### src/rtl/core/slfr_pkg.sv
// ----------------------------------------------------------------------------
// slfr_pkg
// Shared types and constants of the serial link frame receiver: size codes,
// frame lengths, status codes, register indexes and the result record.
// ----------------------------------------------------------------------------
`default_nettype none

package slfr_pkg;

	// size byte codes
	localparam logic [7:0] SIZE_ACK     = 8'h7F;
	localparam logic [7:0] SIZE_REG_ACK = 8'h7E;

	// frame lengths
	localparam logic [8:0] LEN_ACK     = 9'd5;
	localparam logic [8:0] LEN_REG_ACK = 9'd8;
	localparam logic [8:0] LEN_EXTRA   = 9'd6;
	localparam logic [8:0] LEN_DEFAULT = 9'd5;

	// frame status codes
	localparam logic [2:0] ST_PROGRESS   = 3'd0;
	localparam logic [2:0] ST_ACK        = 3'd1;
	localparam logic [2:0] ST_REG_ACK    = 3'd2;
	localparam logic [2:0] ST_DATA       = 3'd3;
	localparam logic [2:0] ST_BAD_SUM    = 3'd4;
	localparam logic [2:0] ST_WRONG_ADDR = 3'd5;

	// configuration register indexes
	localparam logic [0:0] REG_HOST_ID = 1'b0;
	localparam logic [0:0] REG_ALT_ID  = 1'b1;

	// register reset values
	localparam logic [7:0] HOST_ID_RST = 8'h78;
	localparam logic [7:0] ALT_ID_RST  = 8'hF8;

	// one result item
	typedef struct packed {
		logic [7:0] data_byte;
		logic [8:0] position;
		logic       last;
		logic [2:0] status;
		logic [7:0] ack_dest;
		logic [7:0] ack_seq;
		logic [7:0] tx_seq;
		logic       link_up;
	} result_t;

endpackage

`default_nettype wire

### src/rtl/core/slfr_in_stage.sv
// ----------------------------------------------------------------------------
// slfr_in_stage
// Input register: holds one received byte until the frame logic takes it.
// ----------------------------------------------------------------------------
`default_nettype none

module slfr_in_stage (
	input  wire logic       clk,
	input  wire logic       arst_n,
	input  wire logic       in_valid,
	output logic            in_ready,
	input  wire logic [7:0] rx_byte,
	input  wire logic       advance,
	output logic            valid_s1,
	output logic [7:0]      byte_s1
);

	logic load;

	// free slot, or the held byte leaves this cycle
	assign in_ready = !valid_s1 || advance;
	assign load     = in_valid && in_ready;

	// valid flag
	always_ff @(posedge clk or negedge arst_n) begin
		if (!arst_n) begin
			valid_s1 <= 1'b0;
		end else if (load) begin
			valid_s1 <= 1'b1;
		end else if (advance) begin
			valid_s1 <= 1'b0;
		end
	end

	// payload
	always_ff @(posedge clk) begin
		if (load) begin
			byte_s1 <= rx_byte;
		end
	end

endmodule

`default_nettype wire

### src/rtl/core/slfr_frame_core.sv
// ----------------------------------------------------------------------------
// slfr_frame_core
// Frame state and decode: configuration registers, byte position, length,
// running checksum, header capture, transmit sequence and link flag.
// ----------------------------------------------------------------------------
`default_nettype none

module slfr_frame_core
	import slfr_pkg::*;
(
	input  wire logic       clk,
	input  wire logic       arst_n,
	input  wire logic       cfg_we,
	input  wire logic [0:0] cfg_index,
	input  wire logic [7:0] cfg_data,
	input  wire logic       step,
	input  wire logic [7:0] byte_s1,
	output logic            res_keep,
	output result_t         res
);

	logic [7:0] host_id_q;
	logic [7:0] alt_id_q;
	logic [8:0] byte_index_q;
	logic [8:0] frame_length_q;
	logic [7:0] running_xor_q;
	logic [7:0] source_byte_q;
	logic [7:0] second_byte_q;
	logic [7:0] size_byte_q;
	logic [7:0] previous_byte_q;
	logic [7:0] tx_seq_q;
	logic       link_q;

	logic       drop;
	logic [8:0] len_next;
	logic [8:0] idx_inc;
	logic       is_last;
	logic       addr_ok;
	logic       is_ctrl;
	logic [2:0] status;
	logic [7:0] tx_seq_next;
	logic       link_next;
	logic       update;

	// configuration writes
	always_ff @(posedge clk or negedge arst_n) begin
		if (!arst_n) begin
			host_id_q <= HOST_ID_RST;
			alt_id_q  <= ALT_ID_RST;
		end else if (cfg_we) begin
			case (cfg_index)
				REG_HOST_ID: host_id_q <= cfg_data;
				REG_ALT_ID:  alt_id_q  <= cfg_data;
				default:     ;
			endcase
		end
	end

	// between frames only an address byte or zero opens a frame
	assign drop = (byte_index_q == 9'd0) && (byte_s1 != host_id_q)
		&& (byte_s1 != alt_id_q) && (byte_s1 != 8'h00);

	// length from the size byte, taken at the third position
	always_comb begin
		len_next = frame_length_q;
		if (byte_index_q == 9'd2) begin
			if (byte_s1 == SIZE_ACK) begin
				len_next = LEN_ACK;
			end else if (byte_s1 == SIZE_REG_ACK) begin
				len_next = LEN_REG_ACK;
			end else begin
				len_next = {1'b0, byte_s1} + LEN_EXTRA;
			end
		end
	end

	assign idx_inc = byte_index_q + 9'd1;
	assign is_last = (idx_inc >= len_next);

	// header is complete before any final byte can arrive
	assign addr_ok = ((source_byte_q == host_id_q) || (source_byte_q == alt_id_q))
		&& (second_byte_q == 8'h00);
	assign is_ctrl = (size_byte_q == SIZE_ACK) || (size_byte_q == SIZE_REG_ACK);

	// final byte status
	always_comb begin
		status      = ST_PROGRESS;
		tx_seq_next = tx_seq_q;
		link_next   = link_q;
		if (is_last) begin
			if (!addr_ok) begin
				status = ST_WRONG_ADDR;
			end else if (byte_s1 != running_xor_q) begin
				status = ST_BAD_SUM;
			end else if (is_ctrl) begin
				tx_seq_next = tx_seq_q + 8'd1;
				if (size_byte_q == SIZE_ACK) begin
					status = ST_ACK;
				end else begin
					status    = ST_REG_ACK;
					link_next = 1'b1;
				end
			end else begin
				status = ST_DATA;
			end
		end
	end

	assign update   = step && !drop;
	assign res_keep = !drop;

	// result record
	always_comb begin
		res.data_byte = byte_s1;
		res.position  = byte_index_q;
		res.last      = is_last;
		res.status    = status;
		res.ack_dest  = (status == ST_DATA) ? source_byte_q : 8'h00;
		res.ack_seq   = (status == ST_DATA) ? previous_byte_q : 8'h00;
		res.tx_seq    = tx_seq_next;
		res.link_up   = link_next;
	end

	// frame state
	always_ff @(posedge clk or negedge arst_n) begin
		if (!arst_n) begin
			byte_index_q    <= 9'd0;
			frame_length_q  <= LEN_DEFAULT;
			running_xor_q   <= 8'h00;
			source_byte_q   <= 8'h00;
			second_byte_q   <= 8'h00;
			size_byte_q     <= 8'h00;
			previous_byte_q <= 8'h00;
			tx_seq_q        <= 8'h01;
			link_q          <= 1'b0;
		end else if (update) begin
			if (byte_index_q == 9'd0) begin
				source_byte_q <= byte_s1;
			end
			if (byte_index_q == 9'd1) begin
				second_byte_q <= byte_s1;
			end
			if (byte_index_q == 9'd2) begin
				size_byte_q <= byte_s1;
			end
			previous_byte_q <= byte_s1;
			tx_seq_q        <= tx_seq_next;
			link_q          <= link_next;
			if (is_last) begin
				byte_index_q   <= 9'd0;
				frame_length_q <= LEN_DEFAULT;
				running_xor_q  <= 8'h00;
			end else begin
				byte_index_q   <= idx_inc;
				frame_length_q <= len_next;
				running_xor_q  <= running_xor_q ^ byte_s1;
			end
		end
	end

endmodule

`default_nettype wire

### src/rtl/core/slfr_out_stage.sv
// ----------------------------------------------------------------------------
// slfr_out_stage
// Output register: holds one result until the consumer takes it.
// ----------------------------------------------------------------------------
`default_nettype none

module slfr_out_stage
	import slfr_pkg::*;
(
	input  wire logic clk,
	input  wire logic arst_n,
	input  wire logic load,
	input  result_t   res,
	output logic      out_valid,
	input  wire logic out_ready,
	output logic      room,
	output result_t   res_q
);

	// empty, or the held result leaves this cycle
	assign room = !out_valid || out_ready;

	// valid flag
	always_ff @(posedge clk or negedge arst_n) begin
		if (!arst_n) begin
			out_valid <= 1'b0;
		end else if (load) begin
			out_valid <= 1'b1;
		end else if (out_ready) begin
			out_valid <= 1'b0;
		end
	end

	// result payload, cleared so the fields start defined
	always_ff @(posedge clk or negedge arst_n) begin
		if (!arst_n) begin
			res_q <= '0;
		end else if (load) begin
			res_q <= res;
		end
	end

endmodule

`default_nettype wire

### src/rtl/core/serial_link_frame_receiver.sv
// ----------------------------------------------------------------------------
// serial_link_frame_receiver
// Splits serial-link bytes into frames and reports frame status.
// ----------------------------------------------------------------------------
// Each received byte goes through an input register, is decoded against the
// frame state combinationally and lands in an output register, so the block
// takes one byte per clock cycle while the output is not stalled. A byte
// outside a frame that is not host_id, alternate_id or zero is dropped and
// gives no result; every other byte gives one result with its position,
// and the final byte of a frame carries the status, the acknowledge fields
// and the updated transmit sequence and link flag.
// Registers: index 0 host_id (reset 0x78), index 1 alternate_id (reset 0xF8).
`default_nettype none

module serial_link_frame_receiver
	import slfr_pkg::*;
(
	input  wire logic       clk,
	input  wire logic       arst_n,
	input  wire logic       cfg_we,
	input  wire logic [0:0] cfg_index,
	input  wire logic [7:0] cfg_data,
	input  wire logic       in_valid,
	output logic            in_ready,
	input  wire logic [7:0] rx_byte,
	output logic            out_valid,
	input  wire logic       out_ready,
	output logic [7:0]      data_byte,
	output logic [8:0]      position,
	output logic            last,
	output logic [2:0]      status,
	output logic [7:0]      ack_dest,
	output logic [7:0]      ack_seq,
	output logic [7:0]      tx_seq,
	output logic            link_up
);

	logic       valid_s1;
	logic [7:0] byte_s1;
	logic       advance;
	logic       room;
	logic       res_keep;
	result_t    res;
	result_t    res_q;

	// byte leaves the input register when the output side has room
	assign advance = valid_s1 && room;

	slfr_in_stage u_in (
		.clk      (clk),
		.arst_n   (arst_n),
		.in_valid (in_valid),
		.in_ready (in_ready),
		.rx_byte  (rx_byte),
		.advance  (advance),
		.valid_s1 (valid_s1),
		.byte_s1  (byte_s1)
	);

	slfr_frame_core u_core (
		.clk       (clk),
		.arst_n    (arst_n),
		.cfg_we    (cfg_we),
		.cfg_index (cfg_index),
		.cfg_data  (cfg_data),
		.step      (advance),
		.byte_s1   (byte_s1),
		.res_keep  (res_keep),
		.res       (res)
	);

	slfr_out_stage u_out (
		.clk       (clk),
		.arst_n    (arst_n),
		.load      (advance && res_keep),
		.res       (res),
		.out_valid (out_valid),
		.out_ready (out_ready),
		.room      (room),
		.res_q     (res_q)
	);

	// result fields
	assign data_byte = res_q.data_byte;
	assign position  = res_q.position;
	assign last      = res_q.last;
	assign status    = res_q.status;
	assign ack_dest  = res_q.ack_dest;
	assign ack_seq   = res_q.ack_seq;
	assign tx_seq    = res_q.tx_seq;
	assign link_up   = res_q.link_up;

endmodule

`default_nettype wire

### config.mk
export PLATFORM = sky130hd
export DESIGN_NAME = serial_link_frame_receiver
export DESIGN_NICKNAME = d
export VERILOG_FILES = /design/src/rtl/core/slfr_pkg.sv /design/src/rtl/core/slfr_in_stage.sv /design/src/rtl/core/slfr_frame_core.sv /design/src/rtl/core/slfr_out_stage.sv /design/src/rtl/core/serial_link_frame_receiver.sv
export SDC_FILE = /design/constraint.sdc
export NUM_CORES = 1
export LEC_CHECK = 0
export CORE_ASPECT_RATIO = 1.2
export CORE_MARGIN = 5
export CORE_UTILIZATION = 35
export DETAILED_ROUTE_END_ITERATION = 10
export DONT_BUFFER_PORTS = 1
export PLACE_DENSITY = 0.49
export SLEW_MARGIN = 20
export SYNTH_ARGS = -nofsm -noshare
export SYNTH_HDL_FRONTEND = slang
export SYNTH_SLANG_ARGS = --single-unit
### constraint.sdc
create_clock -name clk -period 7.6 [get_ports clk]
set_input_delay 0.76 -clock clk [delete_from_list [all_inputs] [get_ports clk]]
set_output_delay 0.76 -clock clk [all_outputs]
set_load 0.02 [all_outputs]
=== Yosys cells after proc, flatten, opt, wreduce, memory -nomap -nowiden ===
Cells that the tools add are included.

* Bits in registers: 130
* Input bits: 22
* Output and inout port bits: 48
* Logic and storage cells: 86

* Add/sub/neg operators: 3
* Order comparisons: 1
* Equality and inequality tests: 12
* Multiplexer cells: 21
* Bitwise gates (word level): 4
* Reductions and logical operators: 25

{| class="wikitable"
|+ Operators with widths
! cell !! number
|-
| two-way mux 8 bit || 7
|-
| two-way mux 9 bit || 5
|-
| equality test 8 x 7 -> 1 bit (second input constant) || 4
|-
| != test 8 bit || 3
|-
| equality test 8 bit || 2
|-
| AND reduction 2 bit || 5
|-
| adder 8 x 3 -> 9 bit (second input constant) || 1
|-
| adder 9 x 1 -> 9 bit (second input constant) || 1
|-
| equality test 9 x 1 -> 1 bit (second input constant) || 1
|-
| equality test 9 x 2 -> 1 bit (second input constant) || 1
|-
| greater-or-equal comparator 9 bit || 1
|-
| zero test 9 bit || 1
|-
| two-way mux 3 bit || 3
|-
| adder 8 x 1 -> 8 bit (second input constant) || 1
|-
| zero test 8 bit || 1
|-
| nonzero test 8 bit || 1
|-
| bitwise XOR 8 bit || 1
|-
| logical AND 1 bit || 7
|-
| AND reduction 6 bit || 1
|-
| logical OR 1 bit || 4
|-
| two-way mux 1 bit || 4
|-
| two-way mux 2 bit || 2
|-
| nonzero test 2 bit || 2
|-
| equality test 3 x 2 -> 1 bit (second input constant) || 1
|-
| 2 further kinds || 6
|}

=== Logic depth before layout (Yosys ltp) ===
Gate-level depths: netlist (run 1).

* Depth after elaboration: 8
* Mapped depth: 17
* Depth with buffers taken out: 13

=== By module ===
A second synthesis (run 1) with hierarchy kept.

* Cell total of the unflattened synthesis: 587
* Area, all modules: 7046.8 µm²

{| class="wikitable"
|+ By module, submodules not included
! module !! times used !! cells each !! area each (µm²) !! sequential area each (µm²)
|-
| slfr_frame_core || 1 || 473 || 4874.7 || 2092.0
|-
| slfr_out_stage || 1 || 100 || 1865.5 || 1176.1
|-
| slfr_in_stage || 1 || 12 || 294.0 || 265.3
|-
| serial_link_frame_receiver || 1 || 2 || 12.5 || 0.0
|}

=== Least setup slack after synthesis (run 1) ===
No wires, ideal clock.

* Path type: reg-to-reg
* Start: register u_core.byte_index_q[6]
* End: register u_out.res_q[5] (netlist name)
* Library setup time: 0.138 ns
* Data arrival time: 3.514 ns
* Required time: 7.462 ns
* Path slack: 3.948 ns
* Cell stages (with the launch flop): 13
* Path buffers: 2
* Clock period less this slack: 3.652 ns
* Cells stage by stage: dfrtp_1 or4_1 nor4_2 nand2_1 clkbuf_1 a21oi_1 ha_1 a21oi_1 o21ai_0 a211oi_1 clkbuf_1 nor4_1 xor2_1

* Word-level cells in the longest chain between the ends: 6
* Elaborated cells between the ends (all ways): 11
* Classes of those cells: add/sub (1); order compare (1); eq/ne (1); mux (2); reduce/logical (6)

{| class="wikitable"
|+ RTL lines
! item !! RTL line !! source
|-
| from (decl) || slfr_frame_core.sv:24 || <nowiki>logic [8:0] byte_index_q;</nowiki>
|-
| from (signal assigned) || slfr_frame_core.sv:154 || <nowiki>byte_index_q <= idx_inc;</nowiki>
|-
| parallel branches: the longest is 6 deep, another holds adder 9 x 1 -> 9 bit || n/a ||
|}

Several ways; the timed one is not identified.
A chain may end at the register's enable or synchronous reset.

=== Final worst setup path (run 1) ===
* Start: register u_core.byte_index_q[6]
* End: register u_out.res_q[3] (netlist name)

* Word-level cells in the longest chain between the ends: 6
* Elaborated cells between the ends (all ways): 11
* Classes of those cells: add/sub (1); order compare (1); eq/ne (1); mux (2); reduce/logical (6)

{| class="wikitable"
|+ RTL lines
! item
|-
| parallel branches: the longest is 6 deep, another holds adder 9 x 1 -> 9 bit
|}

Several ways; the timed one is not identified.

==> impl_metrics.env, run 1 <==
export IMPL_p_total_mw=2.963
export IMPL_drive_gt1_share_pct=19.54
export IMPL_n_antenna_cell=0
export IMPL_postPlaceCellArea_mm2=0.006100
export IMPL_hold_viol=0
export IMPL_synth_top_cell_area_share_pct=42.78
export IMPL_nets=546
export IMPL_syn_num_nets=563
export IMPL_cts_buffers=17
export IMPL_cap_viol_max_count=0
export IMPL_yosysWarnings=0
export IMPL_drv_slew=0
export IMPL_postCtsSetupRepairBufs=0
export IMPL_placed_cells=706
export IMPL_firstDrtPassIters=4
export IMPL_grt_pass1_wl_mm=22.48
export IMPL_core_area_mm2=0.01692
export IMPL_crit_path_frequent_cell="nand2_1"
export IMPL_syn_area_mm2=0.006025
export IMPL_place_congestion=0.8223
export IMPL_yosys_top_cells_area="dfrtp_1, mux2_2, xor2_1"
export IMPL_hp_class="in2async"
export IMPL_p_per_area_mw_per_mm2=444.4
export IMPL_grt_overflow_total=0
export IMPL_syn_to_final_growth_pct=10.70
export IMPL_hold_buffers=0
export IMPL_fin_cells=738
export IMPL_dpl_hpwl_mm=9.243
export IMPL_cts_buffer_depth=2
export IMPL_cts_tree="done"
export IMPL_ir_drop_mv=0.1953
export IMPL_worst_r2r_path_depth=12
export IMPL_syn_inst=526
export IMPL_drt_first_iter_violations=223
export IMPL_reg2reg_setup_slack_ns=3.15
export IMPL_clock_sinks=123
export IMPL_drc=0
export IMPL_fin_util_pct=39.42
export IMPL_finalWorstSetupSlack_ns=3.154
export IMPL_max_stage_delay_ns=0.82
export IMPL_dpl_worst_slack_ns=3.197
export IMPL_fin_setup_tns_ns=0
export IMPL_port_buffers=0
export IMPL_synth_seq_area_share_pct=52.00
export IMPL_critical_path_buf_inv_count=0
export IMPL_finalCritPeriodShare_pct=58.49
export IMPL_grt_pass1_vias=4106
export IMPL_clock_latency_ns=0.42
export IMPL_viasPerCell=5.230
export IMPL_rsz0062_at_grt="no"
export IMPL_synth_cell_type_count=46
export IMPL_synth_area_per_cell_um2=11.45
export IMPL_root_buffer="clkbuf_16"
export IMPL_routed_wl_mm=13.79
export IMPL_initial_core_util_pct=35.61
export IMPL_crit_fanout=27
export IMPL_crit_arrival_ns=4.78
export IMPL_grt_max_degree=116
export IMPL_row_count=52
export IMPL_setup_viol=0
export IMPL_critical_path_top_delay_family="simple AND/OR/NAND/NOR gates"
export IMPL_max_slew_margin_pct=34.13
export IMPL_crit_chain="or4_1, nor4_2, nand2_1, nor4_1, a21oi_1, ha_1, nand2_1, o21ai_0, a211o_1, nand3_1, nor3_1, xor2_1"
export IMPL_p_leak_nw=2.821
export IMPL_cts_repair_resized=0
export IMPL_required_ns=7.93
export IMPL_critPathSlowestCell="a211o_1"
export IMPL_routedWlPerCell_um=18.69
export IMPL_htreeDepth=4
export IMPL_ys_ff_latch=123
export IMPL_reg2reg_from="u_core.byte_index_q[6]$_DFFE_PN0P_"
export IMPL_worstSetupEndpointType="flip-flop"
export IMPL_clkTransAtPathRegs_ns=0.06
export IMPL_synth_top_flop_cell="dfrtp_1"
export IMPL_netlist_top_cell_by_area="dfrtp_1"
export IMPL_outcome="finished, final reports clean"
export IMPL_dieArea_mm2=0.01995
export IMPL_grtUsageTotal_pct=14.57
export IMPL_ioPinCount=70
export IMPL_fin_crit_ns=4.446
export IMPL_synth_edf_count=8
export IMPL_vias=3860
export IMPL_die_h_um=153.7
export IMPL_synthArstFlopShare_pct=93.50
export IMPL_hold_ws_ns=0.03534
export IMPL_antenna_found_initial=0
export IMPL_die_x_um=129.8
export IMPL_fmax_mhz=224.9
export IMPL_path_class="reg2reg"
export IMPL_finClkSkew_ns=0.01229
export IMPL_stdcell_area_mm2=0.006669
export IMPL_tightestPinTransition_ns=0.9880
export IMPL_antenna_left=0
export IMPL_startpoint_type="flip-flop"
export IMPL_reg2reg_to="u_out.res_q[3]$_DFFE_PN0P_"
==> how the worst max path moves through the flow <==
stage | from | end | slack, ns | cells past startpoint
floorplan | u_core.byte_index_q[6]$_DFFE_PN0P_ | u_out.res_q[5]$_DFFE_PN0P_ | 3.95 | 12
global placement | u_core.byte_index_q[6]$_DFFE_PN0P_ | u_out.res_q[11]$_DFFE_PN0P_ | 3.41 | 12
detailed placement | u_core.byte_index_q[6]$_DFFE_PN0P_ | u_out.res_q[9]$_DFFE_PN0P_ | 3.20 | 12
CTS | u_core.byte_index_q[6]$_DFFE_PN0P_ | u_out.res_q[3]$_DFFE_PN0P_ | 3.17 | 12
global route | u_core.byte_index_q[6]$_DFFE_PN0P_ | u_out.res_q[3]$_DFFE_PN0P_ | 2.87 | 12
finish | u_core.byte_index_q[6]$_DFFE_PN0P_ | u_out.res_q[3]$_DFFE_PN0P_ | 3.15 | 12
==> sequential cells by signal, summed over array words and instances (netlist names), 8 cells and up <==
register and count:
u_core.host_id_q 8, u_in.byte_s1 8, u_core.previous_byte_q 8, u_core.size_byte_q 8, u_core.frame_length_q 9, u_out.res_q 37
u_core.source_byte_q 8, u_core.second_byte_q 8, u_core.running_xor_q 8, u_core.alt_id_q 8, u_core.byte_index_q 9
==> Yosys cell counts (2+ instances only) <==
cell / instances
a211o_1: 2
a21o_1: 3
a21oi_1: 16
a22o_1: 16
and3_1: 7
buf_1: 2
buf_2: 11
buf_4: 10
buf_6: 4
clkbuf_1: 11
dfrtp_1: 103
dfstp_2: 12
edfxtp_1: 8
ha_1: 15
inv_1: 9
mux2_2: 52
mux2i_1: 6
nand2_1: 42
nand2b_1: 9
nand3_1: 10
nand4_1: 8
nor2_1: 20
nor2_2: 3
nor2b_1: 4
nor3_1: 7
nor4_1: 12
o21ai_0: 34
o21ai_1: 2
o31ai_1: 13
or4_1: 3
xnor2_1: 21
xor2_1: 37
==> metal layers <==
metal	global-route usage, %	vias up	part of all wire (%)
li1	-	1821	-
met1	18.09	1957	44
met2	23.30	64	50
met3	5.135	18	4.9
met4	5.396	0	1.4
met5	0	-	0
==> report_power, final <==
group / switching [mW] / total (mW) / internal [mW] / leakage (nW)
Clock: 0.286 / 0.784 / 0.497 / 0.270
Sequential: 0.239 / 1.09 / 0.856 / 1.50
Combinational: 0.672 / 1.08 / 0.413 / 1.05
==> final cells by class <==
| cell class | count | area (µm²) |
|---|---|---|
| timing repair buffer | 2 | 15.01 |
| inverter | 9 | 33.78 |
| tap | 216 | 270.3 |
| fill | 1642 | 10250 |
| multi-input combinational | 356 | 2648 |
| sequential | 123 | 3133 |
| clock buffer | 24 | 471.7 |
| clock inverter | 8 | 97.59 |
==> cell families after synthesis <==
family	share of synthesized area, %
and+or+nand+nor	11.92
DFF	52.00
AOI/OAI and AO/OA	9.533
xor gates and xnor gates	8.432
muxes	10.72
buffers and inverters	4.278
adders and majority gates	3.115
==> cells in the final DEF (no fill, tap or decap), types with 4 or more instances in the layout <==
master / n
a21oi_1: 16
a22o_1: 16
and3_1: 7
clkbuf_1: 5
clkbuf_16: 17
dfrtp_1: 103
dfstp_2: 12
edfxtp_1: 8
ha_1: 15
inv_1: 9
mux2_2: 52
mux2i_1: 6
nand2_1: 42
nand2b_1: 9
nand3_1: 10
nand4_1: 8
nor2_1: 20
nor2b_1: 4
nor3_1: 7
nor4_1: 12
o21ai_0: 34
o31ai_1: 13
xnor2_1: 21
xor2_1: 37
(Power assumes the default switching activity.)
==> run 2, diff against run 1 <==
clock period = 4.6 ns   (was 7.6 ns; I/O delays follow)
==> impl_metrics.env, run 2 (same netlist as run 1, synthesis figures left out) <==
export IMPL_antenna_left=0
export IMPL_required_ns=4.92
export IMPL_ioPinCount=70
export IMPL_path_class="reg2reg"
export IMPL_crit_arrival_ns=4.60
export IMPL_setup_viol=0
export IMPL_nets=559
export IMPL_clkTransAtPathRegs_ns=0.06
export IMPL_postPlaceCellArea_mm2=0.006190
export IMPL_die_x_um=129.8
export IMPL_reg_largest_list="u_out.res_q (37), u_core.byte_index_q (9), u_core.frame_length_q (9)"
export IMPL_ir_drop_mv=0.3800
export IMPL_crit_path_frequent_cell="a21oi_1"
export IMPL_hold_ws_ns=-0.07387
export IMPL_largest_reg_flops=37
export IMPL_dieArea_mm2=0.01995
export IMPL_fin_util_pct=40.30
export IMPL_layout_commonest_cell="dfrtp_1"
export IMPL_tightestPinTransition_ns=0.9897
export IMPL_max_slew_margin_pct=33.78
export IMPL_p_int_mw=3.029
export IMPL_drt_first_iter_violations=233
export IMPL_fmax_mhz=233.3
export IMPL_hold_viol=28
export IMPL_finClkSkew_ns=0.01006
export IMPL_clock_sinks=123
export IMPL_critPathSlowestCell="a211oi_2"
export IMPL_rsz0062_at_grt="no"
export IMPL_cts_tree="done"
export IMPL_finalCritPeriodShare_pct=93.16
export IMPL_hp_class="in2async"
export IMPL_stdcell_area_mm2=0.006817
export IMPL_core_area_mm2=0.01692
export IMPL_crit_fanout=9
export IMPL_violations="hold timing"
export IMPL_reg2reg_to="u_core.running_xor_q[0]$_DFFE_PN0P_"
export IMPL_cts_buffer_depth=2
export IMPL_port_buffers=0
export IMPL_viasPerCell=5.249
export IMPL_p_total_mw=5.110
export IMPL_reg2reg_from="u_core.byte_index_q[6]$_DFFE_PN0P_"
export IMPL_grt_pass1_vias=4162
export IMPL_regMostFlops="u_out.res_q"
export IMPL_cts_buffers=17
export IMPL_row_count=52
export IMPL_grt_overflow_total=0
export IMPL_firstDrtPassIters=4
export IMPL_pwr_share_seq_pct=35.1
export IMPL_worstSetupEndpointType="flip-flop"
export IMPL_root_buffer="clkbuf_16"
export IMPL_swShare_pct=40.73
export IMPL_max_stage_delay_ns=0.61
export IMPL_worst_r2r_path_depth=12
export IMPL_initial_core_util_pct=35.61
export IMPL_p_switching_mw=2.081
export IMPL_htreeDepth=4
export IMPL_routedWlPerCell_um=19.12
export IMPL_reg2reg_setup_slack_ns=0.31
export IMPL_drive_gt1_share_pct=22.06
export IMPL_grtUsageTotal_pct=15.16
export IMPL_grt_max_degree=116
export IMPL_crit_chain="or4_1, nor4_2, nand2_1, nor4_1, a21oi_1, ha_1, a21oi_1, o21ai_0, a211oi_2, nand2b_1, buf_4, o31ai_1"
export IMPL_combPwrFrac_pct=38.6
export IMPL_cap_viol_max_count=0
export IMPL_drv_slew=0
export IMPL_grt_pass1_wl_mm=23.24
export IMPL_clkPwrFrac_pct=26.4
export IMPL_syn_to_final_growth_pct=13.15
export IMPL_die_h_um=153.7
export IMPL_vias=3942
export IMPL_place_congestion=0.8515
export IMPL_fin_crit_ns=4.285
export IMPL_dpl_hpwl_mm=9.865
export IMPL_routed_wl_mm=14.36
export IMPL_final_cell_mix="dfrtp_1, mux2_2, nand2_1, xor2_1, o21ai_0"
export IMPL_n_antenna_cell=0
export IMPL_p_leak_nw=2.905
export IMPL_startpoint_type="flip-flop"
export IMPL_antenna_found_initial=0
export IMPL_fin_setup_tns_ns=0
export IMPL_p_per_area_mw_per_mm2=749.7
export IMPL_clock_latency_ns=0.42
export IMPL_outcome="complete, but fails checks"
export IMPL_drc=0
==> run 2: worst max path at each step <==
stage	start	slack [ns]	to
finish	u_core.byte_index_q[6]$_DFFE_PN0P_	0.31	u_core.running_xor_q[0]$_DFFE_PN0P_
global route	u_core.byte_index_q[6]$_DFFE_PN0P_	0.03	u_core.running_xor_q[1]$_DFFE_PN0P_
CTS	u_core.byte_index_q[6]$_DFFE_PN0P_	0.37	u_core.running_xor_q[0]$_DFFE_PN0P_
detailed placement	u_core.byte_index_q[6]$_DFFE_PN0P_	0.39	u_core.running_xor_q[0]$_DFFE_PN0P_
global placement	u_core.byte_index_q[6]$_DFFE_PN0P_	0.73	u_out.res_q[2]$_DFFE_PN0P_
floorplan	u_core.byte_index_q[6]$_DFFE_PN0P_	0.95	u_out.res_q[5]$_DFFE_PN0P_
==> run 2: final cells by class <==
| cell class | count | area, µm² |
|---|---|---|
| clock buffer | 18 | 429.2 |
| timing repair buffer | 15 | 132.6 |
| inverter | 9 | 33.78 |
| fill | 1647 | 10100 |
| multi-input combinational | 356 | 2648 |
| sequential | 123 | 3133 |
| tap | 216 | 270.3 |
| clock inverter | 14 | 170.2 |
==> run 2: critical path, delay by kind of cell (launching register included) <==
kind,cells,cell delay [ns]
adders and majority gates,1,0.32
and+or+nand+nor,5,1.92
AOI/OAI and AO/OA,5,1.25
DFF,1,0.44
buffers and inverters,1,0.25
==> run 2: repair_timing <==
item | in CTS | in global routing
hold buffers | 1 | 0
gates resized for setup | 0 | 0
buffers inserted | 0 | 0
endpoints found under the hold margin | 115 | 0
==> run 2: layer usage <==
| layer | GRT usage [%] | wire, µm | vias to the layer above |
|---|---|---|---|
| met1 | 19.16 | 6276 | 1996 |
| li1 | - | - | 1852 |
| met3 | 5.621 | 759 | 16 |
| met5 | 0 | 0 | - |
| met4 | 5.198 | 188 | 0 |
| met2 | 23.86 | 7135 | 78 |
==> run 2: power groups by stage <==
stage | sequential [mW] | clock, mW | combinational, mW
floorplan | 1.71 | 0 | 1.48
global placement | 1.81 | 0 | 1.91
detailed placement | 1.82 | 0 | 1.95
CTS | 1.80 | 1.38 | 1.99
global route | 1.84 | 1.44 | 2.19
finish | 1.79 | 1.35 | 1.97
==> run 2: per-stage QoR <==
step	instances	setup WS [ns]	hold WS, ns
after global routing	751	0.03099	0.03348
final	751	0.3146	-0.07387
after CTS	751	0.3665	0.01562
after global placement	718	0.7339	0.1714
after floorplan	526	0.9478	0.1644
after detailed placement	718	0.3949	0.1716
